## src/hw/rtl/acs_pkg.sv

```systemverilog
// Shared constants and types for the alignment column statistics block.
// No dependencies; used by every module under hw/rtl.
package acs_pkg;

    localparam int CFG_W       = 16;  // min_matches register width
    localparam int OUT_W       = 32;  // width of each reported total
    localparam int NUM_TOT     = 8;   // number of running totals
    localparam int QUEUE_DEPTH = 2;   // block records between front and back

    localparam logic [CFG_W-1:0] MIN_MATCHES_RESET = 16'd50;

    // Alignment symbols (ASCII)
    localparam logic [7:0] SYM_GAP  = 8'h2D;  // '-'
    localparam logic [7:0] SYM_A_LO = 8'h61;  // 'a'
    localparam logic [7:0] SYM_T_LO = 8'h74;  // 't'
    localparam logic [7:0] SYM_A_UP = 8'h41;  // 'A'
    localparam logic [7:0] SYM_T_UP = 8'h54;  // 'T'

    // Total slots, in output order
    localparam int TOT_MATCH    = 0;
    localparam int TOT_MISMATCH = 1;
    localparam int TOT_AT       = 2;
    localparam int TOT_OPENS    = 3;
    localparam int TOT_GAPS     = 4;
    localparam int TOT_BLOCKS   = 5;
    localparam int TOT_SPAN     = 6;
    localparam int TOT_FILES    = 7;

    // Queue status seen by both sides
    typedef struct packed {
        logic not_empty;
        logic full;
    } t_q_status;

endpackage

```

## src/hw/rtl/alignment_column_stats.sv

```systemverilog
// Alignment column statistics: a block's record passes through the record queue into the result register.
// Throughput one column per cycle while the record queue is not full, also with one-column
// blocks; the front counters and the combinational saturating adders in the back end set that figure.
// A result waits in the output register while the 2-entry record queue keeps the front going.
// Reset is synchronous, active low: counters, totals, queue and result valid clear,
// min_matches returns to 50.
module alignment_column_stats #(
    parameter int BLOCK_COUNT_BITS = 16,
    parameter int TOTAL_BITS       = 32
) (
    input  logic                               i_clk,
    input  logic                               i_rst_n,
    // column stream in
    input  logic                               i_s_tvalid,
    output logic                               o_s_tready,
    input  logic [47:0]                        i_s_tdata,  // q_sym, t_sym, query_span
    input  logic                               i_s_tlast,  // last_in_block
    input  logic                               i_s_tuser,  // last_in_file
    // block result stream out
    output logic                               o_m_tvalid,
    input  logic                               i_m_tready,
    // match_total, mismatch_total, at_match_total, insert_count_total,
    // inserted_base_total, kept_block_total, span_total, file_hit_total
    output logic [255:0]                       o_m_tdata,
    output logic                               o_m_tuser,  // block_kept
    // min_matches write channel
    input  logic                               i_cfg_valid,
    output logic                               o_cfg_ready,
    input  logic [acs_pkg::CFG_W-1:0]          i_cfg_data
);

    localparam int BCB   = BLOCK_COUNT_BITS;
    // block record: file_end, span, gaps, opens, at, mismatches, matches (high to low)
    localparam int REC_W = 5 * BCB + 33;

    acs_pkg::t_q_status q_status;

    logic             push, pop, file_end_f;
    logic [BCB-1:0]   f_matches, f_mismatches, f_at, f_opens, f_gaps;
    logic [31:0]      f_span;
    logic [REC_W-1:0] wr_rec, rd_rec;

    // Front end: classification and per-block counting, one column a cycle while the queue is not full
    acs_front #(
        .BLOCK_COUNT_BITS (BLOCK_COUNT_BITS)
    ) u_front (
        .i_clk        (i_clk),
        .i_rst_n      (i_rst_n),
        .i_valid      (i_s_tvalid),
        .o_ready      (o_s_tready),
        .i_q_sym      (i_s_tdata[7:0]),
        .i_t_sym      (i_s_tdata[15:8]),
        .i_last_blk   (i_s_tlast),
        .i_last_file  (i_s_tuser),
        .i_span       (i_s_tdata[47:16]),
        .i_q          (q_status),
        .o_push       (push),
        .o_matches    (f_matches),
        .o_mismatches (f_mismatches),
        .o_at_matches (f_at),
        .o_opens      (f_opens),
        .o_gaps       (f_gaps),
        .o_span       (f_span),
        .o_file_end   (file_end_f)
    );

    assign wr_rec = {file_end_f, f_span, f_gaps, f_opens, f_at, f_mismatches, f_matches};

    // Record queue: lets the back end stall on the result side independently
    acs_fifo #(
        .WIDTH (REC_W)
    ) u_queue (
        .i_clk     (i_clk),
        .i_rst_n   (i_rst_n),
        .i_push    (push),
        .i_wr_data (wr_rec),
        .i_pop     (pop),
        .o_rd_data (rd_rec),
        .o_status  (q_status)
    );

    // Back end: threshold, saturating totals, file hit tracking, result register
    acs_back #(
        .BLOCK_COUNT_BITS (BLOCK_COUNT_BITS),
        .TOTAL_BITS       (TOTAL_BITS)
    ) u_back (
        .i_clk        (i_clk),
        .i_rst_n      (i_rst_n),
        .i_cfg_valid  (i_cfg_valid),
        .o_cfg_ready  (o_cfg_ready),
        .i_cfg_data   (i_cfg_data),
        .i_q          (q_status),
        .o_pop        (pop),
        .i_matches    (rd_rec[0*BCB +: BCB]),
        .i_mismatches (rd_rec[1*BCB +: BCB]),
        .i_at_matches (rd_rec[2*BCB +: BCB]),
        .i_opens      (rd_rec[3*BCB +: BCB]),
        .i_gaps       (rd_rec[4*BCB +: BCB]),
        .i_span       (rd_rec[5*BCB +: 32]),
        .i_file_end   (rd_rec[REC_W-1]),
        .o_valid      (o_m_tvalid),
        .i_ready      (i_m_tready),
        .o_kept       (o_m_tuser),
        .o_totals     (o_m_tdata)
    );

endmodule

```

## src/hw/rtl/acs_front.sv

```systemverilog
// Front end: classifies each alignment column and keeps the per-block counters.
// Depends on acs_pkg; emits one block record per block end into the queue.
module acs_front #(
    parameter int BLOCK_COUNT_BITS = 16
) (
    input  logic                        i_clk,
    input  logic                        i_rst_n,
    input  logic                        i_valid,
    output logic                        o_ready,
    input  logic [7:0]                  i_q_sym,
    input  logic [7:0]                  i_t_sym,
    input  logic                        i_last_blk,
    input  logic                        i_last_file,
    input  logic [31:0]                 i_span,
    input  acs_pkg::t_q_status          i_q,
    output logic                        o_push,
    output logic [BLOCK_COUNT_BITS-1:0] o_matches,
    output logic [BLOCK_COUNT_BITS-1:0] o_mismatches,
    output logic [BLOCK_COUNT_BITS-1:0] o_at_matches,
    output logic [BLOCK_COUNT_BITS-1:0] o_opens,
    output logic [BLOCK_COUNT_BITS-1:0] o_gaps,
    output logic [31:0]                 o_span,
    output logic                        o_file_end
);

    localparam int BCB = BLOCK_COUNT_BITS;

    logic [BCB-1:0] r_matches, r_mismatches, r_at, r_opens, r_gaps;
    logic [BCB-1:0] n_matches, n_mismatches, n_at, n_opens, n_gaps;
    logic           r_start, r_prev_q_gap, r_prev_t_gap;
    logic           q_gap, t_gap, is_match, is_at, is_open, is_gap_col, is_mism;
    logic           accept;

    function automatic logic [BCB-1:0] sat_inc(input logic [BCB-1:0] v, input logic en);
        sat_inc = (en && (v != {BCB{1'b1}})) ? v + 1'b1 : v;
    endfunction

    always_comb begin
        q_gap      = (i_q_sym == acs_pkg::SYM_GAP);
        t_gap      = (i_t_sym == acs_pkg::SYM_GAP);
        is_match   = (i_q_sym == i_t_sym);
        is_at      = is_match && ((i_q_sym == acs_pkg::SYM_A_LO) ||
                                  (i_q_sym == acs_pkg::SYM_T_LO) ||
                                  (i_q_sym == acs_pkg::SYM_A_UP) ||
                                  (i_q_sym == acs_pkg::SYM_T_UP));
        is_gap_col = !is_match && (q_gap || t_gap);
        // query gap takes precedence when checking for an opened insert
        if (q_gap) begin
            is_open = is_gap_col && !r_start && !r_prev_q_gap;
        end else begin
            is_open = is_gap_col && !r_start && !r_prev_t_gap;
        end
        is_mism = !is_match && !is_gap_col;

        n_matches    = sat_inc(r_matches, is_match);
        n_at         = sat_inc(r_at, is_at);
        n_gaps       = sat_inc(r_gaps, is_gap_col);
        n_opens      = sat_inc(r_opens, is_open);
        n_mismatches = sat_inc(r_mismatches, is_mism);
    end

    assign o_ready      = !i_q.full;
    assign accept       = i_valid && o_ready;
    assign o_push       = accept && i_last_blk;
    assign o_matches    = n_matches;
    assign o_mismatches = n_mismatches;
    assign o_at_matches = n_at;
    assign o_opens      = n_opens;
    assign o_gaps       = n_gaps;
    assign o_span       = i_span;
    assign o_file_end   = i_last_file;

    always_ff @(posedge i_clk) begin
        if (!i_rst_n) begin
            r_matches    <= '0;
            r_mismatches <= '0;
            r_at         <= '0;
            r_opens      <= '0;
            r_gaps       <= '0;
            r_start      <= 1'b1;
            r_prev_q_gap <= 1'b0;
            r_prev_t_gap <= 1'b0;
        end else if (accept) begin
            if (i_last_blk) begin
                r_matches    <= '0;
                r_mismatches <= '0;
                r_at         <= '0;
                r_opens      <= '0;
                r_gaps       <= '0;
                r_start      <= 1'b1;
                r_prev_q_gap <= 1'b0;
                r_prev_t_gap <= 1'b0;
            end else begin
                r_matches    <= n_matches;
                r_mismatches <= n_mismatches;
                r_at         <= n_at;
                r_opens      <= n_opens;
                r_gaps       <= n_gaps;
                r_start      <= 1'b0;
                r_prev_q_gap <= q_gap;
                r_prev_t_gap <= t_gap;
            end
        end
    end

endmodule

```

## src/hw/rtl/acs_fifo.sv

```systemverilog
// Short queue of block records between front and back end.
// Depends on acs_pkg for depth and status type.
module acs_fifo #(
    parameter int WIDTH = 114
) (
    input  logic               i_clk,
    input  logic               i_rst_n,
    input  logic               i_push,
    input  logic [WIDTH-1:0]   i_wr_data,
    input  logic               i_pop,
    output logic [WIDTH-1:0]   o_rd_data,
    output acs_pkg::t_q_status o_status
);

    localparam int DEPTH = acs_pkg::QUEUE_DEPTH;
    localparam int PTR_W = (DEPTH > 1) ? $clog2(DEPTH) : 1;
    localparam int CNT_W = $clog2(DEPTH + 1);

    logic [WIDTH-1:0] r_mem [DEPTH];
    logic [PTR_W-1:0] r_wr, r_rd;
    logic [CNT_W-1:0] r_count;
    logic             do_push, do_pop;

    assign do_push = i_push && (r_count != CNT_W'(DEPTH));
    assign do_pop  = i_pop && (r_count != '0);

    assign o_rd_data          = r_mem[r_rd];
    assign o_status.not_empty = (r_count != '0);
    assign o_status.full      = (r_count == CNT_W'(DEPTH));

    function automatic logic [PTR_W-1:0] ptr_inc(input logic [PTR_W-1:0] p);
        ptr_inc = (p == PTR_W'(DEPTH - 1)) ? '0 : p + 1'b1;
    endfunction

    always_ff @(posedge i_clk) begin
        if (do_push) begin
            r_mem[r_wr] <= i_wr_data;
        end
    end

    always_ff @(posedge i_clk) begin
        if (!i_rst_n) begin
            r_wr    <= '0;
            r_rd    <= '0;
            r_count <= '0;
        end else begin
            if (do_push) begin
                r_wr <= ptr_inc(r_wr);
            end
            if (do_pop) begin
                r_rd <= ptr_inc(r_rd);
            end
            case ({do_push, do_pop})
                2'b10:   r_count <= r_count + 1'b1;
                2'b01:   r_count <= r_count - 1'b1;
                default: r_count <= r_count;
            endcase
        end
    end

`ifndef SYNTH
    a_no_push_when_full: assert property (@(posedge i_clk) disable iff (!i_rst_n)
        !(i_push && (r_count == CNT_W'(DEPTH))))
        else $error("block record pushed into full queue");

    a_count_in_range: assert property (@(posedge i_clk) disable iff (!i_rst_n)
        r_count <= CNT_W'(DEPTH))
        else $error("queue occupancy out of range");
`endif

endmodule

```

## src/hw/rtl/acs_back.sv

```systemverilog
// Back end: min_matches check, saturating totals and the result register.
// Depends on acs_pkg; consumes block records from acs_fifo.
module acs_back #(
    parameter int BLOCK_COUNT_BITS = 16,
    parameter int TOTAL_BITS       = 32
) (
    input  logic                                    i_clk,
    input  logic                                    i_rst_n,
    input  logic                                    i_cfg_valid,
    output logic                                    o_cfg_ready,
    input  logic [acs_pkg::CFG_W-1:0]               i_cfg_data,
    input  acs_pkg::t_q_status                      i_q,
    output logic                                    o_pop,
    input  logic [BLOCK_COUNT_BITS-1:0]             i_matches,
    input  logic [BLOCK_COUNT_BITS-1:0]             i_mismatches,
    input  logic [BLOCK_COUNT_BITS-1:0]             i_at_matches,
    input  logic [BLOCK_COUNT_BITS-1:0]             i_opens,
    input  logic [BLOCK_COUNT_BITS-1:0]             i_gaps,
    input  logic [31:0]                             i_span,
    input  logic                                    i_file_end,
    output logic                                    o_valid,
    input  logic                                    i_ready,
    output logic                                    o_kept,
    output logic [acs_pkg::NUM_TOT*acs_pkg::OUT_W-1:0] o_totals
);

    localparam int BCB   = BLOCK_COUNT_BITS;
    localparam int TB    = TOTAL_BITS;
    localparam int NT    = acs_pkg::NUM_TOT;
    localparam int OW    = acs_pkg::OUT_W;
    localparam int CW    = acs_pkg::CFG_W;
    localparam int CMP_W = (BCB > CW) ? BCB : CW;
    localparam int MX1   = (TB > BCB) ? TB : BCB;
    localparam int MX2   = (MX1 > OW) ? MX1 : OW;
    localparam int W     = MX2 + 1;   // room for the carry of every add

    localparam logic [W-1:0] TOT_MAX_W = {{(W-TB){1'b0}}, {TB{1'b1}}};
    localparam logic [W-1:0] OUT_MAX_W = {{(W-OW){1'b0}}, {OW{1'b1}}};

    logic [CW-1:0]    r_min_matches;
    logic [TB-1:0]    r_tot [NT];
    logic [TB-1:0]    n_tot [NT];
    logic             r_file_hit, n_file_hit;
    logic             r_out_valid, r_out_kept;
    logic [NT*OW-1:0] r_out_data, n_out_data;
    logic [W-1:0]     addend [NT];
    logic [NT-1:0]    add_en;
    logic [W-1:0]     sum, ext;
    logic             kept, pop;

    assign o_cfg_ready = 1'b1;
    assign pop         = i_q.not_empty && (!r_out_valid || i_ready);
    assign o_pop       = pop;
    assign kept        = CMP_W'(i_matches) >= CMP_W'(r_min_matches);

    always_comb begin
        addend[acs_pkg::TOT_MATCH]    = W'(i_matches);
        addend[acs_pkg::TOT_MISMATCH] = W'(i_mismatches);
        addend[acs_pkg::TOT_AT]       = W'(i_at_matches);
        addend[acs_pkg::TOT_OPENS]    = W'(i_opens);
        addend[acs_pkg::TOT_GAPS]     = W'(i_gaps);
        addend[acs_pkg::TOT_BLOCKS]   = W'(1'b1);
        addend[acs_pkg::TOT_SPAN]     = W'(i_span);
        addend[acs_pkg::TOT_FILES]    = W'(1'b1);

        add_en                     = {NT{kept}};
        add_en[acs_pkg::TOT_FILES] = i_file_end && (r_file_hit || kept);
        n_file_hit                 = i_file_end ? 1'b0 : (r_file_hit || kept);

        n_out_data = '0;
        sum        = '0;
        ext        = '0;
        for (int i = 0; i < NT; i++) begin
            sum = W'(r_tot[i]) + addend[i];
            if (!add_en[i]) begin
                n_tot[i] = r_tot[i];
            end else if (sum > TOT_MAX_W) begin
                n_tot[i] = {TB{1'b1}};
            end else begin
                n_tot[i] = sum[TB-1:0];
            end
            // report clamped to the output width
            ext = W'(n_tot[i]);
            n_out_data[i*OW +: OW] = (ext > OUT_MAX_W) ? {OW{1'b1}} : ext[OW-1:0];
        end
    end

    always_ff @(posedge i_clk) begin
        if (!i_rst_n) begin
            r_min_matches <= acs_pkg::MIN_MATCHES_RESET;
            r_file_hit    <= 1'b0;
            r_out_valid   <= 1'b0;
            for (int i = 0; i < NT; i++) begin
                r_tot[i] <= '0;
            end
        end else begin
            if (i_cfg_valid) begin
                r_min_matches <= i_cfg_data;
            end
            if (pop) begin
                r_file_hit  <= n_file_hit;
                r_out_valid <= 1'b1;
                for (int i = 0; i < NT; i++) begin
                    r_tot[i] <= n_tot[i];
                end
            end else if (i_ready) begin
                r_out_valid <= 1'b0;
            end
        end
    end

    always_ff @(posedge i_clk) begin
        if (pop) begin
            r_out_kept <= kept;
            r_out_data <= n_out_data;
        end
    end

    assign o_valid  = r_out_valid;
    assign o_kept   = r_out_kept;
    assign o_totals = r_out_data;

`ifndef SYNTH
    a_dropped_block_leaves_count: assert property (@(posedge i_clk) disable iff (!i_rst_n)
        (pop && !kept) |=> $stable(r_tot[acs_pkg::TOT_BLOCKS]))
        else $error("kept block count moved on a dropped block");

    a_totals_never_fall: assert property (@(posedge i_clk) disable iff (!i_rst_n)
        $past(i_rst_n) |-> (r_tot[acs_pkg::TOT_MATCH] >= $past(r_tot[acs_pkg::TOT_MATCH])))
        else $error("match total decreased");

    a_no_pop_over_pending: assert property (@(posedge i_clk) disable iff (!i_rst_n)
        (r_out_valid && !i_ready) |-> !pop)
        else $error("result overwritten before it was taken");
`endif

endmodule
```

## config.mk

```make
export PLATFORM = sky130hd
export DESIGN_NAME = alignment_column_stats
export DESIGN_NICKNAME = d
export VERILOG_FILES = /design/src/hw/rtl/acs_pkg.sv /design/src/hw/rtl/alignment_column_stats.sv /design/src/hw/rtl/acs_front.sv /design/src/hw/rtl/acs_fifo.sv /design/src/hw/rtl/acs_back.sv
export SDC_FILE = /design/constraint.sdc
export NUM_CORES = 1
export LEC_CHECK = 0
export BUFFER_PORTS_ARGS = -buffer_cell sky130_fd_sc_hd__buf_2
export CORE_AREA = 2 2 286 288
export CTS_CLUSTER_DIAMETER = 80
export DETAILED_ROUTE_END_ITERATION = 10
export DIE_AREA = 0 0 288 290
export GPL_ROUTABILITY_DRIVEN = 0
export PLACE_DENSITY_LB_ADDON = 0.3
export SLEW_MARGIN = 10
export SYNTH_ARGS = -nofsm -noshare
export SYNTH_HDL_FRONTEND = slang
export SYNTH_SLANG_ARGS = --single-unit
```

## constraint.sdc

```tcl
create_clock -name i_clk -period 71.6 [get_ports i_clk]
set_input_delay 10.74 -clock i_clk [delete_from_list [all_inputs] [get_ports i_clk]]
set_output_delay 10.74 -clock i_clk [all_outputs]
set_load 0.005 [all_outputs]
```

==> results of run 1 <==
==> placed cells by master (no fill, tap or decap), types with 15 or more instances in the layout <==
cell       count
a21o_1        52
nor4_1        52
nand2b_1      19
a211oi_1      46
buf_4         26
ha_1         138
o21ai_0      126
o21a_1        39
mux2i_1       52
and2_1        89
a21oi_1      250
clkbuf_1      24
clkbuf_16     92
a22oi_1       27
or2_2         15
nand2_1      289
nor2_1       379
xnor2_1      145
o211ai_1      24
nor2b_1       29
nand4_1       65
buf_2        329
mux2_2       128
or3_1         26
o21bai_1      17
nand3_1      108
o31a_1        17
inv_1         88
and3_1        55
edfxtp_1     739
nor3_1       120
a311oi_1      27
dfxtp_1      105
xor2_1        83
o22a_1        25
and4_1        24
a31oi_1       92
==> how the worst max path moves through the flow <==
stage                            endpoint  cells past startpoint  startpoint  slack [ns]
floorplan              u_back.r_tot[0][0]                      2  i_m_tready       41.75
global placement     u_queue.r_mem[0][95]                      5   i_s_tlast       57.85
detailed placement  u_queue.r_mem[0][100]                      5   i_s_tlast       57.80
CTS                  u_queue.r_mem[0][91]                      5   i_s_tlast       58.47
global route         u_queue.r_mem[0][92]                      5   i_s_tlast       58.26
finish              u_queue.r_mem[0][108]                      5   i_s_tlast       58.51
==> routing by layer <==
layer,up-vias,global-route usage,wire [µm]
met2,1107,0.380,48000
met4,6,0.0880,3170
met3,179,0.0381,7300
li1,15300,-,-
met5,-,0,44
met1,15500,0.354,47200
==> metrics by stage <==
stage / power [µW] / instances / utilization
finish: 2110 / 5295 / 0.613
global route: 2240 / 5293 / 0.613
CTS: 2110 / 5293 / 0.613
detailed placement: 1650 / 5128 / 0.577
global placement: 1640 / 5128 / 0.577
floorplan: 1430 / 3912 / -
==> cells in the mapped netlist, types with 9 or more instances <==
master     instances  area share
edfxtp_1         739        0.51
nor2_1           383       0.033
nand2_1          291       0.025
a21oi_1          250       0.029
clkbuf_1         169       0.014
xnor2_1          145       0.029
ha_1             138       0.039
mux2_2           128       0.033
o21ai_0          127       0.015
nor3_1           121       0.014
nand3_1          108       0.012
dfxtp_1          106       0.048
a31oi_1           92       0.013
and2_1            89       0.013
inv_1             88      0.0075
xor2_1            83       0.017
nand4_1           65      0.0093
and3_1            56      0.0080
a21o_1            52      0.0089
mux2i_1           52       0.012
nor4_1            52      0.0074
a211oi_1          46      0.0079
o21a_1            39      0.0067
nor2b_1           29      0.0041
a22oi_1           27      0.0046
a311oi_1          27      0.0054
or3_1             26      0.0037
o22a_1            25      0.0050
and4_1            24      0.0048
o211ai_1          24      0.0041
nand2b_1          19      0.0027
o21bai_1          17      0.0029
o31a_1            17      0.0034
buf_1             15      0.0013
buf_2             15      0.0017
or2_2             15      0.0021
or4_1             13      0.0022
nor3b_1           12      0.0021
o221a_2           12      0.0031
a2111oi_0         10      0.0020
a32o_1            10      0.0023
a21oi_2            9      0.0018
o31ai_1            9      0.0015
==> power breakdown <==
group | total [µW] | internal [µW] | switching (µW)
logic | 798 | 308 | 490
clock network | 452 | 260 | 192
registers | 857 | 758 | 99.2
==> worst max-delay path, delay by kind of cell <==
family / cells / cell delay, ns
buf+inv: 3 / 1.99
simple gates: 2 / 0.45
==> registers in the layout (all words and copies together) (netlist names), named ones only <==
register,cells
u_back.o_kept,1
u_back.o_totals,256
u_back.o_valid,1
u_back.r_file_hit,1
u_back.r_min_matches,16
u_back.r_tot,256
u_front.r_at,16
u_front.r_gaps,16
u_front.r_matches,16
u_front.r_mismatches,16
u_front.r_opens,16
u_front.r_prev_q_gap,1
u_front.r_prev_t_gap,1
u_front.r_start,1
u_queue.r_count,2
u_queue.r_mem,226
u_queue.r_rd,1
u_queue.r_wr,1
==> logic make-up after synthesis <==
| kind of cell | share of synthesized area |
|---|---|
| buffers and inverters | 0.0256 |
| adders and majority gates | 0.0422 |
| muxes | 0.0448 |
| other | 0.0000857 |
| DFF | 0.555 |
| xor gates and xnor gates | 0.0456 |
| AOI/OAI and AO/OA | 0.134 |
| and+or+nand+nor | 0.152 |
==> layout make-up <==
type,count,share of cell area
tap,1060,0.0270
inverter,90,0.00703
multi-input combinational,2776,0.375
clock inverter,41,0.00733
antenna,2,0.000102
clock buffer,124,0.0509
timing repair buffer,357,0.0383
sequential,845,0.495
==> metrics.txt, run 1 <==
max incr delay on CP 0.85 ns; Unique masters post-synth 87; Routed Antenna Nets 0; GRT Overall Usage 0.246; final worst path period need roughly 13 ns; skew final 0.0331 ns; crit path max fanout 70; WL final 106000 µm; Chip Width 288 µm; Setup violations, final 0; Slew @ Worst Pin ~1.2 ns; Place WS 57.80 ns; hold slack about 0.49 ns; status complete, no violations; root buffer cell clkbuf_16; r2r worst-path depth 13; hold path depth 2; multi-input gate area in the final layout between 15000 and 20000 µm²; fmax 76.4 MHz; Post-CTS Setup Bufs 0; antenna violations before repair 4; Nets 4375; worst hold endpoint u_front.r_prev_q_gap; Worst-path clk slew 0.05 ns; max cap viols 0; Core Area ~80000 µm²; syn nets 4127; area of the die 83500 µm²; WL per Instance 20.0 µm; synthesis-to-finish area growth 12.3%; synth warn 0; worst skew pair latency 0.65 ns; 1st-iter DRT viols 3100; Via density ~6.1; final hold vios 0; internal reg-to-reg setup slack approximately 66 ns; global-route wire length before repair about 160000 µm; final instance area 49200 µm²; leakage power 0.0183 µW; DR vias 32100; worst hold path class flop to flop; CTS tree yes; RSZ-0062 raised after global routing false; # hold bufs at CTS 0; Setup Crit Path Kind input port to flop; post-DP HPWL between 70000 and 80000 µm; Port-buffer cells about 330; Pwr per Cell Area 42.9 nW/µm²; Relative slew margins 0.207; Syn Std Cell Area roughly 44000 µm²; CTS-repair resized insts 0; CTS Sinks 845; Post-synth EDFFs 739; register area share after synthesis 0.555; setup TNS 0 ns; slowest CP cell buf_4; Crit path required time 71.85 ns; CP Launch Type input port; synthesized instance count between 3000 and 4000; Ports 331; vias in the first global route 29900; arrival time of the worst setup path 13.33 ns; deepest clock path buffer count 3; Worst R2R End u_back.r_tot[0][145]; VDD IR max 0.0000383 V; H-tree Lvls 3; die height 290 µm; period utilisation layout 0.183; largest net degree at the start of global routing 189; hold_sp u_front.r_prev_q_gap; total CTS buffers 90; Most common cell on crit path buf_4; Setup crit end kind flop; share of cells above drive strength 1 0.163; post-synthesis register bit count 845; area post-placement 46300 µm²; Std-Cell Rows 104; gr ovfl total 0; initial core utilization 0.546; Filler cells 6511; Critical Path, Cell by Cell buf_2 -> nand2_1 -> nor2_4 -> buf_4 -> buf_4; Residual DRC 0; ys flop type edfxtp_1; Mapped Avg Cell Area 11.2 µm²; Reg area 24300 µm²; worst setup margin ~60 ns; count of final max-slew check failures 0; Synth async-reset ratio 0; drt first pass iters 5
No activity file was read; power rests on OpenSTA's default activity.
==> inputs of run 2 (changes only) <==
==> constraint.sdc (replaced) <==
create_clock -name i_clk -period 13.7 [get_ports i_clk]
set_input_delay 2.055 -clock i_clk [delete_from_list [all_inputs] [get_ports i_clk]]
set_output_delay 2.055 -clock i_clk [all_outputs]
set_load 0.005 [all_outputs]
==> run 2 against run 1 <==
Effect of this change: non-clock buffer count grew 3; clock skew rose by 0.0030 ns; combinational power rose to 5.2 times the previous value; core utilization rose by 0.28 points; wire length is 2.7% higher; via count grew 0.83%; critical path type is now flop to flop; largest power group unchanged; highest routed layer unchanged.
==> metrics.txt, run 2 (synthesized netlist as in run 1, its figures left out) <==
status complete, no violations (unchanged); arrival time of the worst setup path 6.23 ns (was 13.33 ns); Reg area 24300 µm² (unchanged); count of final max-slew check failures 0 (unchanged); WL final 109000 µm (was 106000 µm); deepest clock path buffer count 3 (unchanged); initial core utilization 0.546 (unchanged); multi-input gate area in the final layout 18400 µm² (unchanged); Net Switching 4140 µW (was 781 µW); root buffer cell clkbuf_16 (unchanged); Port-buffer cells 329 (unchanged); Ports 331 (unchanged); Residual DRC 0 (unchanged); crit path max fanout 65 (was 70); fmax approximately 170 MHz; met3 Use GR 0.0368 (was 0.0381); commonest non-fill, non-tap cell in the layout edfxtp_1 (unchanged); leakage power 0.0185 µW (was 0.0183 µW); GR Layer Usage met2 0.402 (was 0.380); period utilisation layout 0.426; worst skew pair latency 0.65 ns (about the same); global-route wire length before repair 169000 µm (was 164000 µm); Relative slew margins 0.147 (was 0.207); vias in the first global route 30300 (was 29900); largest net degree at the start of global routing 175 (was 189); post-DP HPWL 72400 µm (was 71600 µm); H-tree Lvls 3 (unchanged); total CTS buffers 90 (unchanged); sequential share of power 0.405 (was 0.407); Filler cells 6450 (was 6511); final worst path period need ~5.8 ns; final instance area 49400 µm² (was 49200 µm²); Slew @ Worst Pin 1.28 ns (was 1.18 ns); GRT Overall Usage 0.254 (was 0.246); drt first pass iters 5 (unchanged); GRT busiest layer met2 (unchanged); area post-placement 46300 µm² (about the same); setup TNS 0 ns (unchanged); VDD IR max 0.000190 V (was 0.0000383 V); Place WS 7.75 ns (was 57.80 ns); Setup crit end kind flop (unchanged); Chip Width 288 µm (unchanged); final hold vios 0 (unchanged); Core Util, Final 0.616 (was 0.613); antenna violations before repair 10 (was 4); Core Area 80200 µm² (unchanged); hold path depth 2 (unchanged); 1st-iter DRT viols 2846 (was 3100); share of cells above drive strength 1 0.165 (was 0.163); worst hold path class flop to flop (unchanged); CP Launch Type flop (was input port); area of the die 83500 µm² (unchanged); CTS tree yes (unchanged); Nets 4378 (was 4375); Via density 6.11 (was 6.06); Gate power share 0.372 (was 0.379); skew final 0.0361 ns (was 0.0331 ns); # hold bufs at CTS 0 (unchanged); synthesis-to-finish area growth 12.8% (was 12.3%); met1 usage 0.365 (was 0.354); Net Sw Frac 0.369 (was 0.371); Internal 7070 µW (was 1330 µW); most frequent cells in the layout edfxtp_1, nor2_1, buf_2 (unchanged); Routed Antenna Nets 0 (unchanged); Setup violations, final 0 (unchanged); max cap viols 0 (unchanged); die height 290 µm (unchanged); DR vias 32400 (was 32100); CTS Sinks 845 (unchanged); Pwr per Cell Area 227 nW/µm² (was 42.9 nW/µm²); worst setup margin 7.86 ns (was 58.51 ns); r2r worst-path depth 13 (unchanged); Clock Power Share 0.223 (was 0.214); Std-Cell Rows 104 (unchanged); CTS-repair resized insts 0 (unchanged); gr ovfl total 0 (unchanged); hold_sp u_front.r_prev_q_gap (unchanged); WL per Instance 20.5 µm (was 20.0 µm); Worst-path clk slew 0.06 ns (was 0.05 ns); Setup Crit Path Kind flop to flop (was input port to flop); Post-CTS Setup Bufs 0 (unchanged); Crit path required time 14.09 ns (was 71.85 ns); RSZ-0062 raised after global routing false (unchanged)
==> run 2: routing by layer <==
| metal | routed length (µm) | part of all wire | vias to the layer above |
|---|---|---|---|
| met5 | 58 | 0.00053 | - |
| met4 | 2450 | 0.023 | 10 |
| met3 | 7360 | 0.068 | 170 |
| met2 | 50300 | 0.46 | 1174 |
| met1 | 48400 | 0.45 | 15700 |
| li1 | - | - | 15300 |
==> run 2: power by group through the flow <==
stage	Combinational [µW]	Clock (µW)	Sequential, µW
6_report	4170	2500	4530
5_1_grt	4620	2640	4620
4_1_cts	4150	2540	4520
3_5_place_dp	4110	0	4550
3_3_place_gp	4030	0	4550
2_1_floorplan	2820	0	4490
==> run 2: metrics by stage <==
| stage | total power (µW) | instances | hold WS (ns) |
|---|---|---|---|
| after global routing | 11900 | 5299 | 0.509 |
| after global placement | 8580 | 5131 | 0.467 |
| after floorplan | 7310 | 3912 | 0.455 |
| after detailed placement | 8660 | 5131 | 0.477 |
| final | 11200 | 5301 | 0.484 |
| after CTS | 11200 | 5297 | 0.493 |
==> run 2: cell type report <==
class,instances,share of cell area
flip-flops and latches,845,0.492
inverters,90,0.00699
well taps,1060,0.0269
clock buffers,127,0.0523
clock inverters,39,0.00940
diodes,4,0.000203
multi-input cells,2776,0.373
repair buffers,360,0.0388
==> run 2: worst paths after layout <==
path                                              to  slack (ns)
worst max register to register  u_back.r_tot[0][159]        7.86
worst min-delay path            u_front.r_prev_q_gap        0.48
worst min register to register  u_front.r_prev_q_gap        0.48
worst max-delay path            u_back.r_tot[0][159]        7.86
==> run 2: worst max-delay path, cell delays in order, from the launching register on <==
cell and delay [ns]:
dfxtp_4 0.85, buf_4 0.80, mux2i_1 0.39, inv_1 0.11, ha_1 0.19, a21o_1 0.15
a31oi_1 0.12, o21ai_0 0.14, o21a_1 0.29, nor2_4 0.44, buf_4 0.68, or3_1 0.94
nand2_1 0.19, o211a_1 0.25
